===== src/hdl/assert_macros.svh =====
// assertion macros used by the rtl of the box filter (box_blur_3x3_clamped_edges)
// expects clk_i and rst_ni in the scope of each use
`ifndef ASSERT_MACROS_SVH
`define ASSERT_MACROS_SVH

// same-cycle implication, checked on every rising edge outside reset
`define BB3_ASSERT_NOW(lbl, ante, cons, msg) \
  lbl: assert property (@(posedge clk_i) disable iff (!rst_ni) (ante) |-> (cons)) \
    else $error(msg);

// next-cycle implication
`define BB3_ASSERT_NEXT(lbl, ante, cons, msg) \
  lbl: assert property (@(posedge clk_i) disable iff (!rst_ni) (ante) |=> (cons)) \
    else $error(msg);

`endif


===== src/hdl/bb3_pkg.sv =====
// shared constants of the 3x3 box filter
// no dependencies
`default_nettype none

package bb3_pkg;

  // width of the field width register
  localparam int unsigned CFG_W = 12;

  // field width after reset
  localparam int unsigned FIELD_WIDTH_RESET = 257;

  // neighbourhood size and the bits needed to hold it
  localparam int unsigned DIVISOR       = 9;
  localparam int unsigned DIVISOR_CLOG2 = 4;

endpackage

`default_nettype wire


===== src/hdl/bb3_div9.sv =====
// divide by nine of the neighbourhood sum, two register stages
// uses bb3_pkg for the divisor
`default_nettype none

module bb3_div9 #(
  parameter int unsigned SUM_W = 20,
  parameter int unsigned Q_W   = 16
) (
  input  wire logic             clk_i,
  input  wire logic             rst_ni,
  input  wire logic             in_valid_i,
  output logic                  in_ready_o,
  input  wire logic [SUM_W-1:0] sum_i,
  input  wire logic             eof_i,
  output logic                  out_valid_o,
  input  wire logic             out_ready_i,
  output logic      [Q_W-1:0]   quot_o,
  output logic                  eof_o
);

  // exact reciprocal: floor(n/d) == (n*m) >> (n_bits + ceil(log2 d))
  localparam int unsigned SHIFT   = SUM_W + bb3_pkg::DIVISOR_CLOG2;
  localparam int unsigned RECIP_W = SUM_W + 1;
  localparam int unsigned LO_W    = SUM_W / 2;
  localparam int unsigned HI_W    = SUM_W - LO_W;
  localparam int unsigned LO_P_W  = LO_W + RECIP_W;
  localparam int unsigned HI_P_W  = HI_W + RECIP_W;
  localparam int unsigned PROD_W  = SUM_W + RECIP_W;
  localparam logic [63:0] RECIP_FULL =
    ((64'd1 << SHIFT) + 64'(bb3_pkg::DIVISOR) - 64'd1) / 64'(bb3_pkg::DIVISOR);
  localparam logic [RECIP_W-1:0] RECIP = RECIP_FULL[RECIP_W-1:0];

  logic              a_v_q;
  logic [LO_P_W-1:0] pp_lo_q, pp_lo_d;
  logic [HI_P_W-1:0] pp_hi_q, pp_hi_d;
  logic              a_eof_q;
  logic              out_v_q;
  logic [Q_W-1:0]    quot_q, quot_d;
  logic              eof_q;
  logic [PROD_W-1:0] prod;
  logic              b_free;
  logic              a_free;

  assign b_free     = !out_v_q || out_ready_i;
  assign a_free     = !a_v_q || b_free;
  assign in_ready_o = a_free;

  // two partial products against the constant
  assign pp_lo_d = LO_P_W'(sum_i[LO_W-1:0]) * LO_P_W'(RECIP);
  assign pp_hi_d = HI_P_W'(sum_i[SUM_W-1:LO_W]) * HI_P_W'(RECIP);

  assign prod   = PROD_W'(pp_lo_q) + (PROD_W'(pp_hi_q) << LO_W);
  assign quot_d = prod[SHIFT +: Q_W];

  always_ff @(posedge clk_i or negedge rst_ni) begin
    if (!rst_ni) begin
      a_v_q   <= 1'b0;
      out_v_q <= 1'b0;
    end else begin
      if (a_free) begin
        a_v_q <= in_valid_i;
      end
      if (b_free) begin
        out_v_q <= a_v_q;
      end
    end
  end

  always_ff @(posedge clk_i) begin
    if (a_free && in_valid_i) begin
      pp_lo_q <= pp_lo_d;
      pp_hi_q <= pp_hi_d;
      a_eof_q <= eof_i;
    end
    if (b_free && a_v_q) begin
      quot_q <= quot_d;
      eof_q  <= a_eof_q;
    end
  end

  assign out_valid_o = out_v_q;
  assign quot_o      = quot_q;
  assign eof_o       = eof_q;

endmodule

`default_nettype wire


===== config.mk =====
export PLATFORM = sky130hd
export DESIGN_NAME = bb3_div9
export DESIGN_NICKNAME = d
export VERILOG_FILES = /design/src/hdl/assert_macros.svh /design/src/hdl/bb3_pkg.sv /design/src/hdl/bb3_div9.sv
export SDC_FILE = /design/constraint.sdc
export NUM_CORES = 1
export LEC_CHECK = 0
export BUFFER_PORTS_ARGS = -buffer_cell sky130_fd_sc_hd__buf_2
export CORE_UTILIZATION = 30
export CTS_CLUSTER_DIAMETER = 60
export CTS_CLUSTER_SIZE = 12
export DETAILED_ROUTE_END_ITERATION = 12
export GPL_ROUTABILITY_DRIVEN = 1
export PLACE_DENSITY_LB_ADDON = 0.15
export SYNTH_ARGS = -nofsm -noshare
export SYNTH_HDL_FRONTEND = slang
export SYNTH_SLANG_ARGS = --single-unit

===== constraint.sdc =====
create_clock -name clk_i -period 4 [get_ports clk_i]
set_clock_uncertainty 0.05 [all_clocks]
set_input_delay 0.2 -clock clk_i [delete_from_list [all_inputs] [get_ports clk_i]]
set_output_delay 0.2 -clock clk_i [all_outputs]
set_load 0.05 [all_outputs]

# Word-level counts from Yosys, hierarchy flattened
# Cells that the tools add are included.
[totals] regBits=75 latchBits=0 ramBits=0 romBits=0 inputBits=25 out_inout_bits=19 wordCells=16 memories=0
[op_classes] addsub=1 mul=2 div_mod_pow=0 magnitude_cmp=0 eq_ne=0 shift=0 mux=0 bitwise=0 n_reduce_logical=6
[ops] cell="$add A31 B40 Y40" n=1
[ops] cell="$mul A10 B18 Y28 const B" n=1
[ops] cell="$mul A10 B18 Y27 const B" n=1
[ops] cell="$logic_and A1 B1 Y1" n=2
[ops] cell="$logic_not A1 Y1" n=2
[ops] cell="$logic_or A1 B1 Y1" n=2

# Longest topological paths before layout
# Gate-level depths: netlist of run 1.
[depth] depth_word=4 mapped_depth=19 mapped_depth_nobuf=19

# Least setup slack after synthesis of run 1
# Ideal clock, no wire load.
[synth_timing] path_type="input to register" startpoint="in sum_i[7]" endpoint="reg pp_lo_q[29] (data pin)" setup_time_ns=0.259 arrival_ns=4.119 required_ns=3.691 slack_ns=-0.427 path_stages=17 path_buffers=0 path_cell_list="ha_1 > ha_1 > inv_1 > fa_1 > inv_1 > fa_1 > inv_1 > fa_1 > inv_1 > ha_1 > a21o_1 > a221oi_2 > or2_1 > o211ai_2 > o21bai_4 > a31oi_1 > o31a_1"
[synth_between] elab_chain_len=1
[synth_rtl] item="start, declared" line_no="bb3_div9.sv:13" text="input wire logic [SUM_W-1:0] sum_i,"
[synth_rtl] item="$mul A10 B18 Y28" line_no="bb3_div9.sv:49" text="assign pp_lo_d = LO_P_W'(sum_i[LO_W-1:0]) * LO_P_W'(RECIP);"
[synth_rtl] item="named net pp_lo_d[29]" line_no="bb3_div9.sv:34" text="logic [LO_P_W-1:0] pp_lo_q, pp_lo_d;"
[synth_rtl] item="end signal, assigned" line_no="bb3_div9.sv:71" text="pp_lo_q <= pp_lo_d;"
[synth_rtl] item="end, declared" line_no="bb3_div9.sv:34"
# The timed path passes the listed nets, and every way through them passes these cells.
# A chain may end at the register's enable or synchronous reset.

# Final worst setup path of run 1
[layout_timing] startpoint="in sum_i[9]" endpoint="reg pp_lo_q[29] (data pin)"
# Same word-level chain as after synthesis.

==> summary.md, run 1 <==
| Metric | Value |
|---|---|
| Post-Synth XOR/XNOR Area | `under 10%` |
| Area of placed instances | `approximately 9500 um^2` |
| Fin area | `10,660 um^2` |
| Hold Crit Class | `primary input to register` |
| Syn. warnings | `0` |
| Setup-failing EPs final | `6` |
| Maximum root-to-sink buffer count | `2` |
| LEAKAGE | `approximately 5.1 nW` |
| Worst Hold Depth | `2` |
| Initial antenna violation count | `0` |
| Post-synth EDFFs | `63` |
| Die Ht | `about 160 um` |
| Worst path slowest cell | `fa_2` |
| Nets | `approximately 1,200` |
| Routed vias | `around 5,600` |
| Commonest non-fill, non-tap cell in the layout | `buf_4` |
| Comb pwr share | `approximately three quarters` |
| Reg2Reg Depth | `8` |
| Distinct cells, synth | `56` |
| CP max FO | `4` |
| Finished Layout Cells | `~1,300` |
| Largest net degree at the start of global routing | `between 40 and 50` |
| Row count | `just under 60` |
| First-pass GRT wire length | `about 28 mm` |
| Inserted Diodes | `0` |
| WS Path Type | `primary input to register` |
| Syn Nets | `979` |
| Crit. End Element | `register` |
| DRC violations left | `0` |
| Power Density | `840.2 nW/um^2` |
| Compound-gate portion of the synthesized area | `12.36%` |
| Hold_ws | `between 20 and 30 ps` |
| TritonCTS clock tree | `built` |
| Max Used Layer | `met4` |
| Clock Pin Slew Worst Setup and Hold Paths | `about 50 ps` |
| Skew-Pair Late Insertion Delay | `about 340 ps` |
| Slew HR | `around 28%` |
| Failing checks | `negative setup slack` |
| Total negative slack | `-603.2 ps` |
| Slew of the pin with the lowest slew margin | `roughly 1100 ps` |
| CP required | `just over 4000 ps` |
| CP top delay family | `adder cells` |
| RSZ-0062 raised after global routing | `yes` |
| WL/cell | `around 13 um` |
| ANT nets after route | `0` |
| Final period utilization | `103.9%` |
| Mapped Area | `roughly 7700 um^2` |
| Net switching power | `3.772 mW` |
| Fin crit period | `between 4000 and 5000 ps` |
| CP Data Arrival Time | `4200 ps` |
| Final WL | `roughly 16 mm` |
| Largest family of logic cells by synthesized area | `adder cells` |
| Crit path depth | `16` |
| Cell Int Power | `around 5.2 mW` |
| Starting density of the core | `between 30 and 40%` |
| Achievable frequency | `about 0.24 GHz` |
| Initial DRC Count | `roughly 170` |
| Peak supply drop | `a little under 0.4 mV` |
| Die width | `between 150 and 200 um` |
| Status | `finished with violations` |
| Synthesis-stage register bit count | `65` |
| Max-capacitance violation count | `0` |
| CTS buffer count | `9` |
| Startpoint Class | `primary input` |
| CTS sink cnt | `65` |
| Core ar. | `roughly 25,000 um^2` |
| Top flip-flop cell by instance count after synthesis | `edfxtp_1` |
| I/O Buffers | `43` |
| Setup WS pre-CTS | `-612.4 ps` |
| DR vias/cell | `approximately 4.4` |
| Sequential share of power | `15.9%` |
| Commonest non-fill, non-tap cells in the layout | `buf_4, inv_1, ha_1, edfxtp_1, fa_1` |
| Vias in the first global route | `approximately 5,800` |
| H-tree Lvls | `3` |
| Sequential cell area fraction in the yosys report | `around a quarter` |
| Max Transition Viols Final | `0` |
| HPWL after DPL | `about 14 mm` |
| Synth Area in Adders | `41.79%` |
| Clock Power Share | `under 10%` |
| Sw frac | `a little over two fifths` |
| Die area | `roughly 26,000 um^2` |
| Total track usage | `between 10% and 20%` |
| Ports | `44` |
| Slowest Stage Delay on Critical Path | `between 600 and 700 ps` |
| Drt first pass iters | `4` |
| Syn Inst Count | `about 730` |
| Mux cell area share after synthesis | `less than 1%` |
| Synth async-reset ratio | `between 3 and 4%` |
| GRT overflow | `0` |
| WP buf/inv | `3` |
| Post-Place Cells | `about 1,200` |
| Root buffer cell | `clkbuf_16` |
| Met3 WL post-DR | `around 430 um` |
| WL met1 | `a little under 9 mm` |
| GPL Wtd Cong | `0.7751` |
| Fillers | `~2,400` |
| Avg Cell Area, Syn | `approximately 11 um^2` |
| Post-Synth Simple-Gate Area | `a little under 7%` |
| Area growth syn-to-layout | `38.32%` |
| Metal2 WL | `7.056 mm` |
| Crit-path cells | `clkbuf_4, fa_2, ha_4, inv_1, fa_1, inv_1, fa_2, ha_1, ha_4, and3_4, a221oi_4, or2_1, o211ai_4, o21bai_4, a31oi_4, o31a_1` |
| Layout cells sized above 1 | `around 34%` |
| Final Hold Fails | `0` |
| Final worst setup slack | `-156.1 ps` |
[power by group through the flow]
stage	combinational (mW)	clock (mW)	sequential, mW
global placement	5.84	0	1.45
floorplan	3.66	0	1.67
global route	7.46	0.894	1.46
finish	6.69	0.841	1.43
CTS	6.20	0.869	1.43
detailed placement	5.83	0	1.45
[worst paths after layout]
| kind | start | to | slack [ps] |
|---|---|---|---|
| hold / removal | in_valid_i | a_v_q | 30 |
| setup / recovery | sum_i[9] | pp_lo_q[29] | -160 |
| hold reg to reg | a_eof_q | eof_o | 370 |
| max in group asynchronous | rst_ni | a_v_q | 3690 |
| min in group asynchronous | rst_ni | out_valid_o | 120 |
| setup reg to reg | pp_hi_q[7] | quot_o[9] | 1450 |
[state kept, by name, summed over array words and instances, names as in the netlist]
signal and count:
quot_o 16, a_v_q 1, a_eof_q 1, out_valid_o 1, eof_o 1, pp_lo_q 18, pp_hi_q 27
[routing by layer]
| layer | global-route usage, % | up-vias |
|---|---|---|
| met5 | 0 | - |
| met4 | 2.573 | 0 |
| met3 | 2.477 | 14 |
| met2 | 20.30 | 56 |
| met1 | 19.51 | 2617 |
| li1 | - | 2943 |
[repair_timing]
item	CTS	global route
buffers inserted	16	1
cloned	0	0
hold buffers	2	0
pin swaps	34	34
hold endpoints to repair	3	0
resized for setup	39	73
endpoints found under the setup margin	23	27
[stage by stage]
stage | total power, mW | utilization [%]
3_5_place_dp | 7.277 | 37.88
4_1_cts | 8.502 | 40.73
3_3_place_gp | 7.288 | 37.88
5_1_grt | 9.820 | 42.33
6_report | 8.956 | 42.33
2_1_floorplan | 5.327 | -
[cell families (layout without fill, tap and decap cells)]
family | Yosys count | count (layout)
xor+xnor | 56 | 56
buf+inv | 146 | 360
fa+ha+maj | 222 | 222
simple gates | 103 | 103
flops | 65 | 65
compound gates | 137 | 137
mux | 3 | 3
[cells in the mapped netlist (6+ instances only)]
cell | number | area (um^2)
a211oi_1 | 6 | 45.04
and2_1 | 7 | 43.79
a21o_1 | 24 | 180.2
nor2_1 | 24 | 90.09
fa_1 | 59 | 1181
xnor2_1 | 36 | 315.3
a21oi_1 | 38 | 190.2
nand4_1 | 10 | 62.56
edfxtp_1 | 63 | 1892
o21bai_1 | 7 | 52.55
ha_1 | 163 | 2039
o21ai_0 | 21 | 105.1
xor2_1 | 20 | 175.2
nand2_1 | 27 | 101.4
nand3_1 | 9 | 45.04
inv_1 | 144 | 540.5
[cell type report]
type,count,area [um^2],area share (%)
clock inverters,7,93.84,0.8804
multi-input cells,521,5981,56.11
inverters,144,540.5,5.071
clock buffers,9,225.2,2.113
repair buffers,200,1464,13.73
flip-flops and latches,65,1942,18.22
well taps,330,412.9,3.874
(Power assumes the default switching activity.)
==> run 2, diff against run 1 <==
--- a/config.mk
+++ b/config.mk
@@ -5,6 +5,7 @@
 export SDC_FILE = /design/constraint.sdc
 export NUM_CORES = 1
 export LEC_CHECK = 0
+export ABC_AREA = 1
 export BUFFER_PORTS_ARGS = -buffer_cell sky130_fd_sc_hd__buf_2
 export CORE_UTILIZATION = 30
 export CTS_CLUSTER_DIAMETER = 60
==> summary.md, run 2 <==
| Metric | Value |
|---|---|
| Maximum root-to-sink buffer count | `2` |
| Max Transition Viols Final | `0` |
| Mux cell area share after synthesis | `0%` |
| Drt first pass iters | `6` |
| Starting density of the core | `a little under a third` |
| CP Data Arrival Time | `just under 4000 ps` |
| Worst Hold Depth | `3` |
| CP required | `just over 4000 ps` |
| Largest cells by area after synthesis | `ha_1, edfxtp_1, fa_1, nand2_1, inv_1` |
| Clock Pin Slew Worst Setup and Hold Paths | `60 ps` |
| Area growth syn-to-layout | `22.31%` |
| Largest net degree at the start of global routing | `47` |
| Layout cells sized above 1 | `between 15 and 20%` |
| Vias in the first global route | `7,611` |
| Slew HR | `about a third` |
| WL/cell | `13.91 um` |
| Mapped Area | `between 9000 and 10,000 um^2` |
| Number of setup buffers added after CTS | `0` |
| Syn Inst Count | `~1,200` |
| Syn Nets | `roughly 1,400` |
| First-pass GRT wire length | `just under 40 mm` |
| Fin crit period | `between 3000 and 4000 ps` |
| CTS sink cnt | `65` |
| Post-synth EDFFs | `63` |
| HPWL after DPL | `between 20 and 25 mm` |
| DRC violations left | `0` |
| Root buffer cell | `clkbuf_16` |
| Comb pwr share | `about 76%` |
| Most common cell in the netlist | `nand2_1` |
| Row count | `63` |
| Initial DRC Count | `between 200 and 300` |
| Synth Area in Adders | `between 30 and 40%` |
| Peak supply drop | `around 0.25 mV` |
| Core ar. | `29,720 um^2` |
| Syn. warnings | `0` |
| I/O Buffers | `43` |
| Commonest non-fill, non-tap cell in the layout | `nand2_1` |
| GRT overflow | `0` |
| H-tree Lvls | `3` |
| Synth async-reset ratio | `about 3.1%` |
| Die width | `around 180 um` |
| Max-capacitance violation count | `0` |
| CP max FO | `5` |
| Slew of the pin with the lowest slew margin | `roughly 1000 ps` |
| Largest register by flop count | `pp_hi_q` |
| Final WL | `approximately 24 mm` |
| Post-Synth Simple-Gate Area | `around 22%` |
| Net switching power | `a little under 5 mW` |
| Inserted Diodes | `0` |
| Reg2Reg Depth | `8` |
| DR vias/cell | `about 4.4` |
| Nets | `~1,600` |
| Yosys top cell by area | `ha_1` |
| Clock Power Share | `about 8.0%` |
| Ports | `44` |
| Routed vias | `7,648` |
| Max reg flops | `27` |
| Die area | `roughly 31,000 um^2` |
| Share of the synthesized area in the top cell type | `approximately 22%` |
| Distinct cells, synth | `32` |
| CTS buffer count | `9` |
| Power Density | `a little under 900 nW/um^2` |
| Setup-failing EPs final | `0` |
| Area of placed instances | `between 10,000 and 15,000 um^2` |
| Fillers | `slightly above 3,000` |
| WS Path Type | `primary input to register` |
| Initial antenna violation count | `0` |
| Setup WS pre-CTS | `-287.3 ps` |
| Cell Int Power | `a little under 5 mW` |
| Status | `complete, no violations` |
| Post-Synth XOR/XNOR Area | `between 3 and 4%` |
| Crit. End Element | `register` |
| Startpoint Class | `primary input` |
| RSZ-0062 raised after global routing | `no` |
| Finished Layout Cells | `1,736` |
| Storage element area | `approximately 2000 um^2` |
| Final period utilization | `a little over nine tenths` |
| Avg Cell Area, Syn | `~7.8 um^2` |
| ANT nets after route | `0` |
| Final Hold Fails | `0` |
| Largest family of logic cells by synthesized area | `adder cells` |
| Fin area | `11,140 um^2` |
| Sequential cell area fraction in the yosys report | `21.32%` |
| LEAKAGE | `~6 nW` |
| Final worst setup slack | `between 150 and 200 ps` |
| GPL Wtd Cong | `0.8721` |
| Compound-gate portion of the synthesized area | `7.761%` |
| TritonCTS clock tree | `built` |
| Synth top cells by count | `nand2_1, inv_1, ha_1, nor2_1, a21oi_1` |
| Top flip-flop cell by instance count after synthesis | `edfxtp_1` |
| Commonest non-fill, non-tap cells in the layout | `nand2_1, inv_1, ha_1, buf_4, nor2_1` |
| Multi-input gate area | `around 6400 um^2` |
| Post-Place Cells | `~1,700` |
| Sequential share of power | `between 10% and 20%` |
| Tot Pwr | `9.687 mW` |
| Total track usage | `between 10% and 20%` |
| Die Ht | `between 150 and 200 um` |
| Achievable frequency | `roughly 0.26 GHz` |
| Hold_ws | `~45 ps` |
| Hold Crit Class | `primary input to register` |
| Skew-Pair Late Insertion Delay | `about 340 ps` |
| Total negative slack | `0 ps` |
| Synthesis-stage register bit count | `65` |
| Final core utilization | `37.49%` |
| Sw frac | `50.35%` |
## run 2: repair_timing
| item | 4_1_cts | 5_1_grt |
|---|---|---|
| hold endpoints to repair | 3 | 0 |
| hold buffers | 2 | 0 |
| setup endpoints to repair | 0 | 19 |
| gates resized for setup | 0 | 40 |
## run 2: worst paths after layout
path	start	end	slack [ps]
setup / recovery	sum_i[14]	pp_hi_q[25]	170
hold / removal	in_valid_i	a_v_q	50
setup reg to reg	pp_hi_q[5]	quot_o[12]	1940
hold reg to reg	a_eof_q	eof_o	370
max in group asynchronous	rst_ni	a_v_q	3690
min in group asynchronous	rst_ni	out_valid_o	110
## run 2: cells by family (layout without fill, tap and decap cells)
family                     count (synthesis)  count (layout)
AOI/OAI and AO/OA                        132             132
xor gates and xnor gates                  35              35
adders and majority gates                222             222
buffers and inverters                    246             418
DFF                                       65              65
and+or+nand+nor                          474             474
## run 2: worst max-delay path, stage by stage
cell and delay (ps):
buf_2 130, fa_1 570, inv_1 70, fa_1 520
inv_1 50, fa_1 550, inv_1 70, fa_1 490
inv_1 40, ha_2 380, nand2_1 140, buf_4 160
nor4_1 230, nand2_1 120, nand3_1 80, nand2_1 50
## run 2: metal layers
layer / GRT usage (%) / share of wire, %
met5: 0 / 0
met4: 3.297 / 1.3
met3: 1.981 / 2.2
met2: 26.61 / 45
met1: 22.37 / 52
## run 2: cell type report
| class | instances | area share [%] |
|---|---|---|
| repair buffers | 158 | 9.726 |
| clock buffers | 11 | 2.089 |
| multi-input cells | 863 | 57.65 |
| well taps | 390 | 4.380 |
| inverters | 244 | 8.221 |
| flip-flops and latches | 65 | 17.43 |
| clock inverters | 5 | 0.5054 |
## run 2: power groups by stage
stage / Combinational [mW] / Sequential, mW / Clock [mW]
finish: 7.40 / 1.51 / 0.778
CTS: 7.15 / 1.52 / 0.803
detailed placement: 7.10 / 1.54 / 0
floorplan: 4.39 / 1.67 / 0
global route: 8.32 / 1.54 / 0.824
global placement: 7.13 / 1.53 / 0
==> run 3, diff against run 2 <==
==> constraint.sdc (replaced) <==
create_clock -name clk_i -period 4 [get_ports clk_i]
set_clock_uncertainty 0.05 [all_clocks]
set_input_delay 1.2 -clock clk_i [delete_from_list [all_inputs] [get_ports clk_i]]
set_output_delay 1.2 -clock clk_i [all_outputs]
set_load 0.05 [all_outputs]
==> summary.md, run 3 (synthesized netlist as in run 2, its figures left out) <==
| Metric | Value |
|---|---|
| Status | `finished with violations` |
| Failing checks | `negative setup slack` |
| I/O Buffers | `between 40 and 50` |
| Die width | `~180 um` |
| WL/cell | `about 14 um` |
| Routed vias | `about 7,900` |
| DRC violations left | `0` |
| Final period utilization | `115.9%` |
| Starting density of the core | `between 30% and 40%` |
| Core ar. | `29,720 um^2` |
| CTS buffer count | `9` |
| Slew of the pin with the lowest slew margin | `between 300 and 400 ps` |
| Final Hold Fails | `0` |
| Skew-Pair Late Insertion Delay | `between 300 and 400 ps` |
| Final worst setup slack | `-636.0 ps` |
| HP Start | `a_eof_q` |
| Fin crit period | `~4600 ps` |
| Maximum root-to-sink buffer count | `2` |
| Initial antenna violation count | `0` |
| Final WL | `between 20 and 30 mm` |
| Largest net degree at the start of global routing | `22` |
| Worst Setup SP | `sum_i[15]` |
| Drt first pass iters | `5` |
| Fillers | `around 2,900` |
| Inserted Diodes | `0` |
| Die area | `a little over 30,000 um^2` |
| Total track usage | `about 17%` |
| HPWL after DPL | `~22 mm` |
| H-tree Lvls | `3` |
| CP required | `4040 ps` |
| Hold Crit Class | `register to register` |
| Final core utilization | `44.13%` |
| GRT overflow | `0` |
| Die Ht | `176.3 um` |
| Achievable frequency | `roughly 0.22 GHz` |
| Row count | `between 60 and 70` |
| Setup-failing EPs final | `36` |
| Ports | `44` |
| CTS sink cnt | `65` |
| Max reg flops | `27` |
| Initial DRC Count | `approximately 280` |
| Max Transition Viols Final | `0` |
| CP Data Arrival Time | `4680 ps` |
| Layout cells sized above 1 | `36.81%` |
| Max-capacitance violation count | `0` |
| RSZ-0062 raised after global routing | `yes` |
| Commonest non-fill, non-tap cells in the layout | `nand2_1, inv_1, buf_4, ha_1, edfxtp_1` |
| Clock Pin Slew Worst Setup and Hold Paths | `50 ps` |
| Nets | `1,633` |
| Startpoint Class | `primary input` |
| DR vias/cell | `4.433` |
| WS Path Type | `primary input to register` |
| Root buffer cell | `clkbuf_16` |
| Crit. End Element | `register` |
| GPL Wtd Cong | `about 0.88` |
| Reg2Reg Launch Point | `pp_lo_q[30]` |
| First-pass GRT wire length | `40.79 mm` |
| Commonest non-fill, non-tap cell in the layout | `nand2_1` |
| ANT nets after route | `0` |
| Slew HR | `roughly three quarters` |
| Area growth syn-to-layout | `43.97%` |
| Largest register by flop count | `pp_hi_q` |
| Hold Buf Count CTS | `0` |
| Vias in the first global route | `between 7,000 and 8,000` |
| TritonCTS clock tree | `built` |
| CP max FO | `4` |
## run 3: cell count changes in the layout (fill, tap and decap cells not counted), moves of 28 or more
| cell | previous run | this run |
|---|---|---|
| a21oi_1 | 68 | 36 |
| buf_4 | 113 | 155 |
| ha_4 | 8 | 52 |
| nand2_2 | 9 | 51 |
| nand2_1 | 286 | 221 |
| nor2_1 | 77 | 49 |
| inv_2 | 1 | 31 |
| ha_1 | 150 | 110 |
| inv_1 | 243 | 213 |
## run 3: final cells by class
type | count | area, um^2 | share of cell area (%)
timing repair buffer | 203 | 1524 | 11.62
clock buffer | 9 | 225.2 | 1.717
sequential | 65 | 1942 | 14.81
multi-input combinational | 863 | 7876 | 60.06
inverter | 244 | 915.9 | 6.984
tap | 390 | 488.0 | 3.721
clock inverter | 7 | 142.6 | 1.088
## run 3: repair_timing
| item | CTS | global route |
|---|---|---|
| setup buffers | 9 | 9 |
| setup endpoints to repair | 37 | 37 |
| pin swaps | 112 | 87 |
| resized for setup | 173 | 118 |
## run 3: routing by layer
metal	vias up	global-route usage, %	share of wire, %
met5	-	0	0
met4	0	3.623	1.5
met3	24	1.873	2.1
met2	102	27.25	45
met1	3577	23.89	51
li1	4193	-	-
## run 3: critical path, stage by stage
cell,delay (ps)
buf_8,110
fa_2,610
ha_4,210
fa_1,460
fa_2,560
fa_2,460
ha_4,290
a21oi_4,250
buf_6,150
nand2_4,60
nand2_2,60
nand2_2,60
nand2_2,60
nand2_1,50
nand2_1,50
nand2_1,40
## run 3: stage by stage
stage | setup WS [ps] | hold WS (ps) | area (um^2) | instances | setup TNS (ps)
2_1_floorplan | -666.1 | 350.3 | 9658 | 1174 | -20950
3_3_place_gp | -1107 | 353.0 | 11410 | 1747 | -36350
3_5_place_dp | -1145 | 364.1 | 11410 | 1747 | -37240
4_1_cts | -609.6 | 377.3 | 12600 | 1772 | -18970
5_1_grt | -713.0 | 397.3 | 13110 | 1781 | -22250
6_report | -636.0 | 372.5 | 13110 | 1781 | -19070
## run 3: final timing paths
kind | slack (ps) | cells past startpoint | endpoint
max in group asynchronous | 3220 | 1 | a_v_q
min reg2reg | 370 | 0 | eof_o
max reg2reg | 1980 | 8 | quot_o[8]
max | -640 | 16 | pp_hi_q[25]
min | 370 | 0 | eof_o
min in group asynchronous | 580 | 1 | out_valid_o
Power of run 3 is not shown: default switching activity piles up to over one toggle a cycle in this logic, so the estimate is an artifact.
